$ cat src/rtl/core/sipd_pkg.sv
// shared types and constants for the signed integer to padded decimal converter
package sipd_pkg;

  localparam int MagBits   = 32;
  localparam int BcdDigits = 10;
  localparam int BcdBits   = 4 * BcdDigits;
  localparam int CharBits  = 8;
  localparam int WidthBits = 7;
  localparam int NdBits    = 4;
  localparam int CntBits   = 5;

  localparam logic [CharBits-1:0] CH_ZERO  = 8'd48;
  localparam logic [CharBits-1:0] CH_MINUS = 8'd45;
  localparam logic [CharBits-1:0] CH_BLANK = 8'd32;

  localparam logic [CntBits-1:0] LAST_SHIFT = 5'(MagBits - 1);
  localparam logic [NdBits-1:0]  ND_FULL    = 4'(BcdDigits);

  typedef struct packed {
    logic [BcdBits-1:0] bcd;
    logic               neg;
  } conv_t;

  typedef enum logic [2:0] {
    E_IDLE,
    E_NORM,
    E_PAD,
    E_SIGN,
    E_DIGIT
  } emit_state_t;

endpackage

$ cat src/rtl/core/signed_int_to_padded_decimal.sv
// top level: signed 32-bit integer to blank-padded decimal ascii text
//
// channel   signals                          transaction
// input     start, busy, value               start high while busy low
// result    strobe, char_code, last_char     strobe high, one character per cycle
// config    cfg_valid, cfg_ready, cfg_data   cfg_valid and cfg_ready both high
//
// one number goes through bit-serial bcd conversion (one magnitude bit a cycle), then
// the stripping of leading zero digits and the sizing of the padding, then one character
// a cycle is sent; the next start is taken the cycle after the last character.
// busy stays high from the accepted start until the last character has gone out.
// rst is synchronous and clears the width register and all sequencing state.
// results cannot be stalled; each character is on the ports for exactly one cycle.
module signed_int_to_padded_decimal #(
  parameter int MAX_WIDTH = 64
) (
  input  logic                                  clk,
  input  logic                                  rst,
  input  logic                                  start,
  output logic                                  busy,
  input  logic signed [sipd_pkg::MagBits-1:0]   value,
  output logic                                  strobe,
  output logic [sipd_pkg::CharBits-1:0]         char_code,
  output logic                                  last_char,
  input  logic                                  cfg_valid,
  output logic                                  cfg_ready,
  input  logic [sipd_pkg::WidthBits-1:0]        cfg_data
);

  localparam logic [sipd_pkg::WidthBits-1:0] WidthCap = sipd_pkg::WidthBits'(MAX_WIDTH);

  logic [sipd_pkg::WidthBits-1:0] min_width;
  logic [sipd_pkg::WidthBits-1:0] eff_width;
  logic                           load;
  logic                           conv_busy;
  logic                           conv_done;
  logic                           emit_busy;
  sipd_pkg::conv_t                conv;

  assign cfg_ready = 1'b1;

  always_ff @(posedge clk) begin
    if (rst) begin
      min_width <= '0;
    end else if (cfg_valid && cfg_ready) begin
      min_width <= cfg_data;
    end
  end

  assign eff_width = (min_width > WidthCap) ? WidthCap : min_width;
  assign busy      = conv_busy | emit_busy;
  assign load      = start & ~busy;

  sipd_dabble u_dabble (
    .clk    (clk),
    .rst    (rst),
    .load   (load),
    .value  (value),
    .busy   (conv_busy),
    .done   (conv_done),
    .result (conv)
  );

  sipd_emitter u_emitter (
    .clk       (clk),
    .rst       (rst),
    .load      (conv_done),
    .conv      (conv),
    .width     (eff_width),
    .busy      (emit_busy),
    .strobe    (strobe),
    .char_code (char_code),
    .last_char (last_char)
  );

endmodule

$ cat src/rtl/core/sipd_dabble.sv
// bit-serial binary to bcd converter, one magnitude bit per cycle
module sipd_dabble (
  input  logic                              clk,
  input  logic                              rst,
  input  logic                              load,
  input  logic signed [sipd_pkg::MagBits-1:0] value,
  output logic                              busy,
  output logic                              done,
  output sipd_pkg::conv_t                   result
);

  logic [sipd_pkg::MagBits-1:0] mag;
  logic [sipd_pkg::BcdBits-1:0] bcd;
  logic [sipd_pkg::BcdBits-1:0] bcd_adj;
  logic                         neg;
  logic [sipd_pkg::CntBits-1:0] cnt;
  logic                         running;

  // add three to every digit of five or more before the shift
  always_comb begin
    for (int d = 0; d < sipd_pkg::BcdDigits; d++) begin
      if (bcd[4*d +: 4] >= 4'd5) begin
        bcd_adj[4*d +: 4] = bcd[4*d +: 4] + 4'd3;
      end else begin
        bcd_adj[4*d +: 4] = bcd[4*d +: 4];
      end
    end
  end

  always_ff @(posedge clk) begin
    if (rst) begin
      running <= 1'b0;
      done    <= 1'b0;
      cnt     <= '0;
    end else begin
      done <= 1'b0;
      if (load) begin
        running <= 1'b1;
        cnt     <= '0;
      end else if (running) begin
        cnt <= cnt + 1'b1;
        if (cnt == sipd_pkg::LAST_SHIFT) begin
          running <= 1'b0;
          done    <= 1'b1;
        end
      end
    end
  end

  always_ff @(posedge clk) begin
    if (load) begin
      neg <= value[sipd_pkg::MagBits-1];
      bcd <= '0;
      if (value[sipd_pkg::MagBits-1]) begin
        mag <= 32'd0 - 32'(value);
      end else begin
        mag <= 32'(value);
      end
    end else if (running) begin
      {bcd, mag} <= {bcd_adj[sipd_pkg::BcdBits-2:0], mag, 1'b0};
    end
  end

  assign busy       = running | done;
  assign result.bcd = bcd;
  assign result.neg = neg;

endmodule

$ cat src/rtl/core/sipd_emitter.sv
// character sequencer: strips leading zero digits, then sends blanks, sign and digits
module sipd_emitter (
  input  logic                                clk,
  input  logic                                rst,
  input  logic                                load,
  input  sipd_pkg::conv_t                     conv,
  input  logic [sipd_pkg::WidthBits-1:0]      width,
  output logic                                busy,
  output logic                                strobe,
  output logic [sipd_pkg::CharBits-1:0]       char_code,
  output logic                                last_char
);

  sipd_pkg::emit_state_t state, state_next;

  logic [sipd_pkg::BcdBits-1:0]   bcd, bcd_next;
  logic [sipd_pkg::NdBits-1:0]    nd, nd_next;
  logic [sipd_pkg::WidthBits-1:0] pad, pad_next;
  logic                           neg;

  logic [3:0]                     top_digit;
  logic                           norm_done;
  logic [sipd_pkg::WidthBits-1:0] text_len;
  logic [sipd_pkg::WidthBits-1:0] pad_calc;

  assign top_digit = bcd[sipd_pkg::BcdBits-1 -: 4];
  assign norm_done = (top_digit != 4'd0) || (nd == 4'd1);
  assign text_len  = sipd_pkg::WidthBits'(nd) + sipd_pkg::WidthBits'(neg);
  assign pad_calc  = (width > text_len) ? (width - text_len) : '0;

  // next state
  always_comb begin
    state_next = state;
    unique case (state)
      sipd_pkg::E_IDLE: begin
        if (load) begin
          state_next = sipd_pkg::E_NORM;
        end
      end
      sipd_pkg::E_NORM: begin
        if (norm_done) begin
          if (pad_calc != '0) begin
            state_next = sipd_pkg::E_PAD;
          end else if (neg) begin
            state_next = sipd_pkg::E_SIGN;
          end else begin
            state_next = sipd_pkg::E_DIGIT;
          end
        end
      end
      sipd_pkg::E_PAD: begin
        if (pad == 7'd1) begin
          state_next = neg ? sipd_pkg::E_SIGN : sipd_pkg::E_DIGIT;
        end
      end
      sipd_pkg::E_SIGN: begin
        state_next = sipd_pkg::E_DIGIT;
      end
      sipd_pkg::E_DIGIT: begin
        if (nd == 4'd1) begin
          state_next = sipd_pkg::E_IDLE;
        end
      end
      default: state_next = sipd_pkg::E_IDLE;
    endcase
  end

  // datapath next values
  always_comb begin
    bcd_next = bcd;
    nd_next  = nd;
    pad_next = pad;
    unique case (state)
      sipd_pkg::E_IDLE: begin
        bcd_next = conv.bcd;
        nd_next  = sipd_pkg::ND_FULL;
      end
      sipd_pkg::E_NORM: begin
        if (norm_done) begin
          pad_next = pad_calc;
        end else begin
          bcd_next = {bcd[sipd_pkg::BcdBits-5:0], 4'd0};
          nd_next  = nd - 1'b1;
        end
      end
      sipd_pkg::E_PAD: begin
        pad_next = pad - 1'b1;
      end
      sipd_pkg::E_SIGN: begin
        pad_next = pad;
      end
      sipd_pkg::E_DIGIT: begin
        bcd_next = {bcd[sipd_pkg::BcdBits-5:0], 4'd0};
        nd_next  = nd - 1'b1;
      end
      default: bcd_next = bcd;
    endcase
  end

  // outputs
  always_comb begin
    strobe    = 1'b0;
    char_code = sipd_pkg::CH_BLANK;
    last_char = 1'b0;
    unique case (state)
      sipd_pkg::E_IDLE, sipd_pkg::E_NORM: begin
        strobe = 1'b0;
      end
      sipd_pkg::E_PAD: begin
        strobe    = 1'b1;
        char_code = sipd_pkg::CH_BLANK;
      end
      sipd_pkg::E_SIGN: begin
        strobe    = 1'b1;
        char_code = sipd_pkg::CH_MINUS;
      end
      sipd_pkg::E_DIGIT: begin
        strobe    = 1'b1;
        char_code = sipd_pkg::CH_ZERO + {4'd0, top_digit};
        last_char = (nd == 4'd1);
      end
      default: strobe = 1'b0;
    endcase
  end

  always_ff @(posedge clk) begin
    if (rst) begin
      state <= sipd_pkg::E_IDLE;
    end else begin
      state <= state_next;
    end
  end

  always_ff @(posedge clk) begin
    bcd <= bcd_next;
    nd  <= nd_next;
    pad <= pad_next;
    if (state == sipd_pkg::E_IDLE) begin
      neg <= conv.neg;
    end
  end

  assign busy = (state != sipd_pkg::E_IDLE);

endmodule
$ cat config.mk
export PLATFORM = sky130hd
export DESIGN_NAME = signed_int_to_padded_decimal
export DESIGN_NICKNAME = d
export VERILOG_FILES = /design/src/rtl/core/sipd_pkg.sv /design/src/rtl/core/signed_int_to_padded_decimal.sv /design/src/rtl/core/sipd_dabble.sv /design/src/rtl/core/sipd_emitter.sv
export SDC_FILE = /design/constraint.sdc
export NUM_CORES = 1
export LEC_CHECK = 0
export ABC_AREA = 1
export BUFFER_PORTS_ARGS = -buffer_cell sky130_fd_sc_hd__buf_4
export CAP_MARGIN = 20
export CORE_UTILIZATION = 65
export CTS_CLUSTER_DIAMETER = 150
export DETAILED_ROUTE_END_ITERATION = 10
export GPL_TIMING_DRIVEN = 0
export PLACE_DENSITY = 0.85
export SYNTH_ARGS = -nofsm -noshare
export SYNTH_HDL_FRONTEND = slang
export SYNTH_SLANG_ARGS = --single-unit
$ cat constraint.sdc
create_clock -name clk -period 3.8 [get_ports clk]
set_input_delay 0.76 -clock clk [delete_from_list [all_inputs] [get_ports clk]]
set_output_delay 0.76 -clock clk [all_outputs]
set_load 0.03 [all_outputs]
; Word-level counts from Yosys, hierarchy flattened
; Index checks and enable logic that the tools add are counted.
[op_classes]
addsub = 17
order_cmp = 12
eq_ne = 12
mux = 35
bitwise = 5
reduce_logical = 14
[op_table]
columns = op, n
row1 = case mux 40 bit (3 select lines), 1
row2 = 2-to-1 mux 32 bit, 3
row3 = ">= comparator 4 x 3 -> 1 bit, second input constant", 10
row4 = 2-to-1 mux 4 bit, 10
row5 = 2-to-1 mux 40 bit, 1
row6 = "adder 4 x 2 -> 4 bit, second input constant", 9
row7 = "subtractor 1 x 32 -> 32 bit, first input constant", 1
row8 = 2-to-1 mux 3 bit, 7
row9 = 2-to-1 mux 7 bit, 3
row10 = case mux 8 bit (2 select lines), 1
row11 = case mux 3 bit (5 select lines), 1
row12 = case mux 7 bit (2 select lines), 1
row13 = case mux 4 bit (3 select lines), 1
row14 = "adder 6 x 4 -> 7 bit, first input constant", 1
row15 = "equality test 7 x 1 -> 1 bit, second input constant", 1
row16 = greater-than comparator 7 bit, 1
row17 = "greater-than comparator 7 bit, second input constant", 1
row18 = nonzero test 7 bit, 1
row19 = "subtractor 7 x 1 -> 7 bit, second input constant", 1
row20 = subtractor 7 bit, 1
row21 = "equality test 3 x 2 -> 1 bit, second input constant", 2
row22 = 2-to-1 mux 1 bit, 6
row23 = "inequality test 2 x 1 -> 1 bit, second input constant", 3
row24 = nonzero test 3 bit, 2
row25 = 20 further kinds, 26
[word_totals]
register_bits = 142
output_inout_bits = 12

; Logic depth before layout (Yosys ltp)
; Gate-level depths: netlist (run 1).
[depth]
ltp_word = 8
depth_mapped = 19
ltp_nobuf = 19

; By module
; From an unflattened synthesis (run 1), not the netlist that was laid out.
[hier_totals]
hier_cells = 1050
hier_area_um2 = 8266.7
[modules_own_cells]
columns = mod, instances, cells_per_inst, area_per_inst_um2
row1 = sipd_dabble, 1, 625, 4762.1
row2 = sipd_emitter, 1, 378, 3173.0
row3 = signed_int_to_padded_decimal, 1, 47, 331.6

; Worst setup path after synthesis (run 1)
; No wires, ideal clock.
[synth_timing]
path_kind = reg2reg
startpoint = register u_emitter.nd[0] in the netlist's numbering
endpoint = register u_emitter.bcd[0] in the netlist's numbering, enable pin
t_arrival_ns = 2.076
required_time_ns = 3.398
setup_slack_ns = 1.322
stages_incl_launch_ff = 6
synth_period_minus_slack_ns = 2.478
cell_sequence = edfxtp_1 > ha_1 > nor3b_1 > nor4_1 > nand2_1 > nand2_1
[synth_via]
elab_chain_cells = 4
[synth_rtl]
columns = element, line
row1 = from (decl), sipd_emitter.sv:17  ; logic [sipd_pkg::NdBits-1:0] nd, nd_next;
row2 = from (signal assigned), sipd_emitter.sv:136  ; nd <= nd_next;
row3 = equality test 4 x 1 -> 1 bit, sipd_emitter.sv:27  ; assign norm_done = (top_digit != 4'd0) || (nd == 4'd1);
row4 = logical OR 1 bit, sipd_emitter.sv:27
row5 = inequality test 2 bit (no source line), --
row6 = AND reduction 2 bit (no source line), --
row7 = to (signal assigned), sipd_emitter.sv:135  ; bcd <= bcd_next;
row8 = to (decl), sipd_emitter.sv:16  ; logic [sipd_pkg::BcdBits-1:0] bcd, bcd_next;
; No other way between the ends.
; A chain may end at the register's enable or synchronous reset.

; Final worst setup path (run 1)
[layout_timing]
startpoint = register u_dabble.running
endpoint = output busy
[layout_via]
elab_chain_cells = 2
[layout_rtl]
columns = element, line
row1 = from (decl), sipd_dabble.sv:17  ; logic running;
row2 = from (signal assigned), sipd_dabble.sv:32  ; running <= 1'b0;
row3 = from (signal assigned), sipd_dabble.sv:38  ; running <= 1'b1;
row4 = from (signal assigned), sipd_dabble.sv:43  ; running <= 1'b0;
row5 = bitwise OR 1 bit, sipd_dabble.sv:64  ; assign busy = running | done;
row6 = bitwise OR 1 bit, signed_int_to_padded_decimal.sv:51  ; assign busy = conv_busy | emit_busy;
row7 = to (decl), signed_int_to_padded_decimal.sv:20  ; output logic busy,
; No other way between the ends.

==> impl_metrics.toml, run 1 <==
[outcome]
status = "completed"

[cts]
cts_inserted_buffers = 17
hold_buffers = 0
htree_num_levels = 4
cts_setup_buffers = 0
path_clk_slew_ps = 60
clock_tree.root_cell = "clkbuf_16"
ctsLongestPathBuffers = 2
cts-resized-gates = 0
cts.sinks = 142
tritoncts = "built"
clk_latency_ps = 420

[critical_path]
startpoint_type = "register"
cp_common_cell = "clkbuf_1"
critical_path_class = "reg -> out"
max_stage_delay_ps = 500
slowest_stage = "clkbuf_1"
worst-path-max-fanout = 10
critPathRequiredTime_ps = 3040
cp-end-kind = "output pin"
arrival_ps = 2010
crit_chain = "clkbuf_1 -> inv_2 -> clkbuf_1 -> nand2_1 -> buf_4"

[cells_and_area]
instances_no_fill = 1188
syn_to_final_growth_pct = 14.7
n_fill_cell = 835
fin_nets = 1107
final_area_um2 = 9130
layout-drive-gt1-share_pct = 14.2
diodes = 0
fin_util_pct = 76.3

[global_routing]
grt_usage_pct = 29.5
grt_pass1_wl_um = 29400
grt_start_max_net_pins = 42
overflow = 0
grt_pass1_vias = 6389
antenna_found_initial = 0

[sta]
drv_slew = 0
tightest_slew_ps = 652
fin_ws_ps = 1030
rsz0062_at_grt = "false"
fin_crit_sh_pct = 72.9
slew_headroom_pct = 56.5
min_period_ps = 2770
fmax_mhz = 361
whs_ps = 424
clock_skew_ps = 7.18
setup_violations = 0
hold_violations = 0
finalSetupTns_ps = 0

[job]
drv_cap = 0

[routing]
wl_um = 18000
drtIter0Drc = 678
vias_per_cell = 5.67
wl_per_cell_um = 15.2
drc = 0
ant_nets = 0
dr.pass1.iters = 6
vias = 6734

[placed_design]
place_area_um2 = 8550
io_buffers = 50
dpl.cell_count = 1155
dp_slack_ps = 1220
routabilityCongestion = 0.887
hpwl_um = 12300

[pwr]
power_frac_comb_pct = 15.6
p_seq_share_pct = 45.8
power_switching_mw = 1.12
p_leak_nw = 4.03
intPower_mw = 3.04
ir_worst_vdd_mv = 0.292
power_mw = 4.16
clockPowerShare_pct = 38.6
pwr_density_cell_nw_per_um2 = 456
switching_share_pct = 27.0

[synth]
synth_edf_count = 85
synth_top_area_share_pct = 32.1
ys_ff_latch = 142
yosysTopAreaCell = "edfxtp_1"
synth_most_common_cell = "nand2_1"
syn_avg_cell_area_um2 = 8.33
synth_warnings = 0
synthTopCellsByCount = "nand2_1, inv_1, edfxtp_1"
synthTopCellsByArea = "edfxtp_1, dfxtp_1, nand2_1"
netlist_instances = 955
syn_area_um2 = 7950
yosysSeqAreaShare_pct = 46.4
async_reset_ff_share_pct = 0
synth-main-ff-cell = "edfxtp_1"
ys_types = 45

[floorplanning]
die_area_um2 = 12700
die_h_um = 113
die_w_um = 113
initial_core_util_pct = 66.5
core_um2 = 12000
ios = 55
rows = 40

[worst_hold_path]
hold_path_class = "reg -> reg"
layout by cell type (no fill, tap or decap), types with 5 or more instances in the layout:
master       n
nand2_1    170
inv_1      121
edfxtp_1    85
o21ai_0     77
nor2_1      68
o21ai_1     66
buf_4       61
dfxtp_1     57
a21oi_1     50
nand3_1     39
ha_1        35
xor2_1      33
clkbuf_16   17
clkbuf_1    16
inv_2       14
xnor2_1     12
nand4_1     12
buf_2       11
nor2_2       9
o211ai_1     9
a211oi_1     7
clkinv_2     6
a31oi_1      5
or2_1        5
worst max-delay path: cells and delay by family, from the launching register on:
family                 cells  cell delay [ps]
flip-flops                 1              300
buffers and inverters      4             1120
AND/OR/NAND/NOR            1              160
cell families (layout without fill, tap and decap cells):
family / count (synthesis) / count (layout) / synth area share, %
AND/OR/NAND/NOR: 331 / 331 / 18.4
XOR/XNOR: 45 / 45 / 4.96
other: 2 / 4 / 0.0944
flip-flops: 142 / 142 / 46.4
buffers and inverters: 174 / 258 / 9.00
adder cells (fa/ha/maj): 36 / 36 / 5.76
AO/OA/AOI/OAI: 225 / 225 / 15.3
routing by layer:
layer	vias up	global-route usage (%)	routed length, um
li1	3311	-	-
met1	3135	38.0	7900
met2	254	49.8	8730
met3	34	5.99	1080
met4	0	9.42	304
met5	-	0	0
registers in the layout, summed over array words and instances, names as in the netlist:
name,count
min_width,7
u_dabble.bcd,40
u_dabble.cnt,5
u_dabble.done,1
u_dabble.mag,32
u_dabble.neg,1
u_dabble.running,1
u_emitter.bcd,40
u_emitter.nd,4
u_emitter.neg,1
u_emitter.pad,7
u_emitter.state,3
final timing paths:
check | from | to | slack [ps] | cells after the start
setup / recovery | u_dabble.running$_SDFF_PP0_ | busy | 1030 | 5
hold / removal | u_dabble.neg$_DFFE_PP_ | u_emitter.neg$_DFFE_PN_ | 420 | 0
setup reg to reg | u_emitter.nd[1]$_SDFFCE_PP1P_ | u_emitter.bcd[22]$_DFFE_PP_ | 1140 | 7
hold reg to reg | u_dabble.neg$_DFFE_PP_ | u_emitter.neg$_DFFE_PN_ | 420 | 0
power by group through the flow:
stage               Combinational (mW)  Clock [mW]  Sequential [mW]
floorplan                        0.448           0             1.91
global placement                 0.607           0             1.92
detailed placement               0.626           0             1.93
CTS                              0.636        1.60             1.90
global route                     0.722        1.67             1.92
finish                           0.647        1.61             1.90
layout make-up:
| cell class | instances | area [um2] | area share, % |
|---|---|---|---|
| sequential | 142 | 3690 | 40.5 |
| multi-input combinational | 641 | 3550 | 39.0 |
| clock inverter | 12 | 120 | 1.32 |
| buffer | 39 | 209 | 2.29 |
| inverter | 135 | 507 | 5.55 |
| clock buffer | 20 | 447 | 4.90 |
| tap | 147 | 184 | 2.02 |
| timing repair buffer | 52 | 410 | 4.50 |
Note: power is estimated with default switching activity, not from simulation.
==> run 2: changes to the inputs <==
--- a/config.mk
+++ b/config.mk
@@ -8,11 +8,11 @@
 export ABC_AREA = 1
 export BUFFER_PORTS_ARGS = -buffer_cell sky130_fd_sc_hd__buf_4
 export CAP_MARGIN = 20
-export CORE_UTILIZATION = 65
+export CORE_UTILIZATION = 61
 export CTS_CLUSTER_DIAMETER = 150
 export DETAILED_ROUTE_END_ITERATION = 10
 export GPL_TIMING_DRIVEN = 0
-export PLACE_DENSITY = 0.85
+export PLACE_DENSITY = 0.8
 export SYNTH_ARGS = -nofsm -noshare
 export SYNTH_HDL_FRONTEND = slang
 export SYNTH_SLANG_ARGS = --single-unit
==> constraint.sdc (replaced) <==
create_clock -name clk -period 2.8 [get_ports clk]
set_input_delay 0.56 -clock clk [delete_from_list [all_inputs] [get_ports clk]]
set_output_delay 0.56 -clock clk [all_outputs]
set_load 0.03 [all_outputs]
==> run 2 against run 1 <==
Compared with the run above:
- non-clock buffer count grew 1
- global-route usage shrank 1.8 points
- power grew 35%
- first-iteration DRC count shrank 26%
- combinational power grew 35%
- largest power group unchanged
==> impl_metrics.toml, run 2 (synthesis gave the netlist of run 1 again) <==
[global_routing]
overflow = 0
grt_pass1_wl_um = 28700
grt_start_max_net_pins = 42
grt_pass1_vias = 6281
antenna_found_initial = 0
grt_usage_pct = 27.7

[critical_path]
critPathRequiredTime_ps = 2930
slowest_stage = "nor4_1"
critPathBufInv = 2
crit_chain = "inv_1 -> ha_1 -> nor3b_1 -> nor4_1 -> nand2_1 -> nand2_2 -> buf_12"
worst-path-max-fanout = 28
max_stage_delay_ps = 500
r2r-start = "u_emitter.nd[1]$_SDFFCE_PP1P_"
r2r_cells = 7
cp-end-kind = "register"
startpoint = "u_emitter.nd[1]$_SDFFCE_PP1P_"
crit_end = "u_emitter.bcd[25]$_DFFE_PP_"
arrival_ps = 2700
critical_path_class = "reg -> reg"
path_depth = 7
r2r_slack_ps = 230
cpLargestDelayFamily = "simple AND/OR/NAND/NOR gates"
reg2reg_to = "u_emitter.bcd[25]$_DFFE_PP_"
startpoint_type = "register"

[floorplanning]
core_um2 = 12700
die_h_um = 116
initial_core_util_pct = 62.8
die_area_um2 = 13500
rows = 41
die_w_um = 116
ios = 55

[outcome]
status = "completed"

[placed_design]
hpwl_um = 12400
io_buffers = 50
dp_slack_ps = 241
routabilityCongestion = 0.883

[routing]
dr.pass1.iters = 5
vias = 6655
drtIter0Drc = 501
vias_per_cell = 5.48
wl_um = 17800
wl_per_cell_um = 14.6
ant_nets = 0
drc = 0

[sta]
fin_crit_sh_pct = 91.8
fin_ws_ps = 229
drv_slew = 0
setup_violations = 0
slew_headroom_pct = 51.7
min_period_ps = 2570
rsz0062_at_grt = "false"
fmax_mhz = 389
clock_skew_ps = 5.52
tightest_slew_ps = 725
hold_violations = 0

[cts]
clk_latency_ps = 430
hold_buffers = 0
cts_inserted_buffers = 17
tritoncts = "built"
cts.sinks = 142
htree_num_levels = 4
clock_tree.root_cell = "clkbuf_16"
ctsLongestPathBuffers = 2
path_clk_slew_ps = 60

[pwr]
ir_worst_vdd_mv = 0.395
power_mw = 5.61
pwr_density_cell_nw_per_um2 = 613
p_leak_nw = 4.03

[cells_and_area]
register_area_um2 = 3690
reg_top3 = "u_dabble.bcd (40), u_emitter.bcd (40), u_dabble.mag (32)"
multi_input_area_um2 = 3560
layout_common_cells = "nand2_1, inv_1, edfxtp_1"
final_common_cell = "nand2_1"
syn_to_final_growth_pct = 15.1
layout-drive-gt1-share_pct = 14.5
diodes = 0
n_fill_cell = 986
fin_nets = 1108

[job]
drv_cap = 0

[worst_hold_path]
hold_path_class = "in -> reg"
==> run 2: layout make-up <==
type	count	share of cell area [%]
tap	172	2.35
multi-input combinational	641	38.8
inverter	135	5.53
clock inverter	11	0.806
timing repair buffer	53	4.45
clock buffer	21	5.38
sequential	142	40.3
buffer	39	2.28
==> run 2: power breakdown <==
group,internal (mW),leakage [nW],switching [mW]
Combinational,0.311,2.36,0.560
Sequential,2.49,1.39,0.0949
Clock,1.26,0.285,0.899
Total,4.06,4.03,1.55
==> run 2: metal layers <==
layer | vias up | routed length, um | track usage, %
li1 | 3315 | - | -
met1 | 3067 | 7800 | 35.1
met2 | 238 | 8460 | 46.9
met3 | 35 | 1160 | 5.97
met4 | 0 | 337 | 9.83
met5 | - | 0 | 0
==> run 2: how the worst min path moves through the flow <==
stage / cells past startpoint / endpoint / slack [ps] / startpoint
final: 2 / min_width[4]$_SDFFE_PP0P_ / 350 / rst
after global routing: 2 / min_width[6]$_SDFFE_PP0P_ / 350 / rst
after CTS: 2 / min_width[4]$_SDFFE_PP0P_ / 330 / rst
after detailed placement: 0 / u_emitter.neg$_DFFE_PN_ / 410 / u_dabble.neg$_DFFE_PP_
after global placement: 0 / u_emitter.neg$_DFFE_PN_ / 400 / u_dabble.neg$_DFFE_PP_
after floorplan: 0 / u_emitter.neg$_DFFE_PN_ / 400 / u_dabble.neg$_DFFE_PP_
==> run 2: stage by stage <==
step	hold slack, ps	instance area (um2)	util, %	instances	setup TNS (ps)
final	348	9160	72.3	1214	0
after global routing	352	9160	72.3	1214	0
after global placement	402	8550	67.5	1179	-22890
after CTS	335	9140	72.1	1212	0
after detailed placement	414	8570	67.7	1180	0
after floorplan	400	7960	-	957	0
==> run 2: repair_timing <==
item / CTS / global route
setup buffers: 0 / 1
resized for setup: 0 / 1
setup endpoints to repair: 0 / 1
==> run 2: worst reg2reg max path, delay by kind of cell (launching register included) <==
family	cells	cell delay, ps
adder cells (fa/ha/maj)	1	180
AND/OR/NAND/NOR	4	1320
flip-flops	1	410
buffers and inverters	2	340
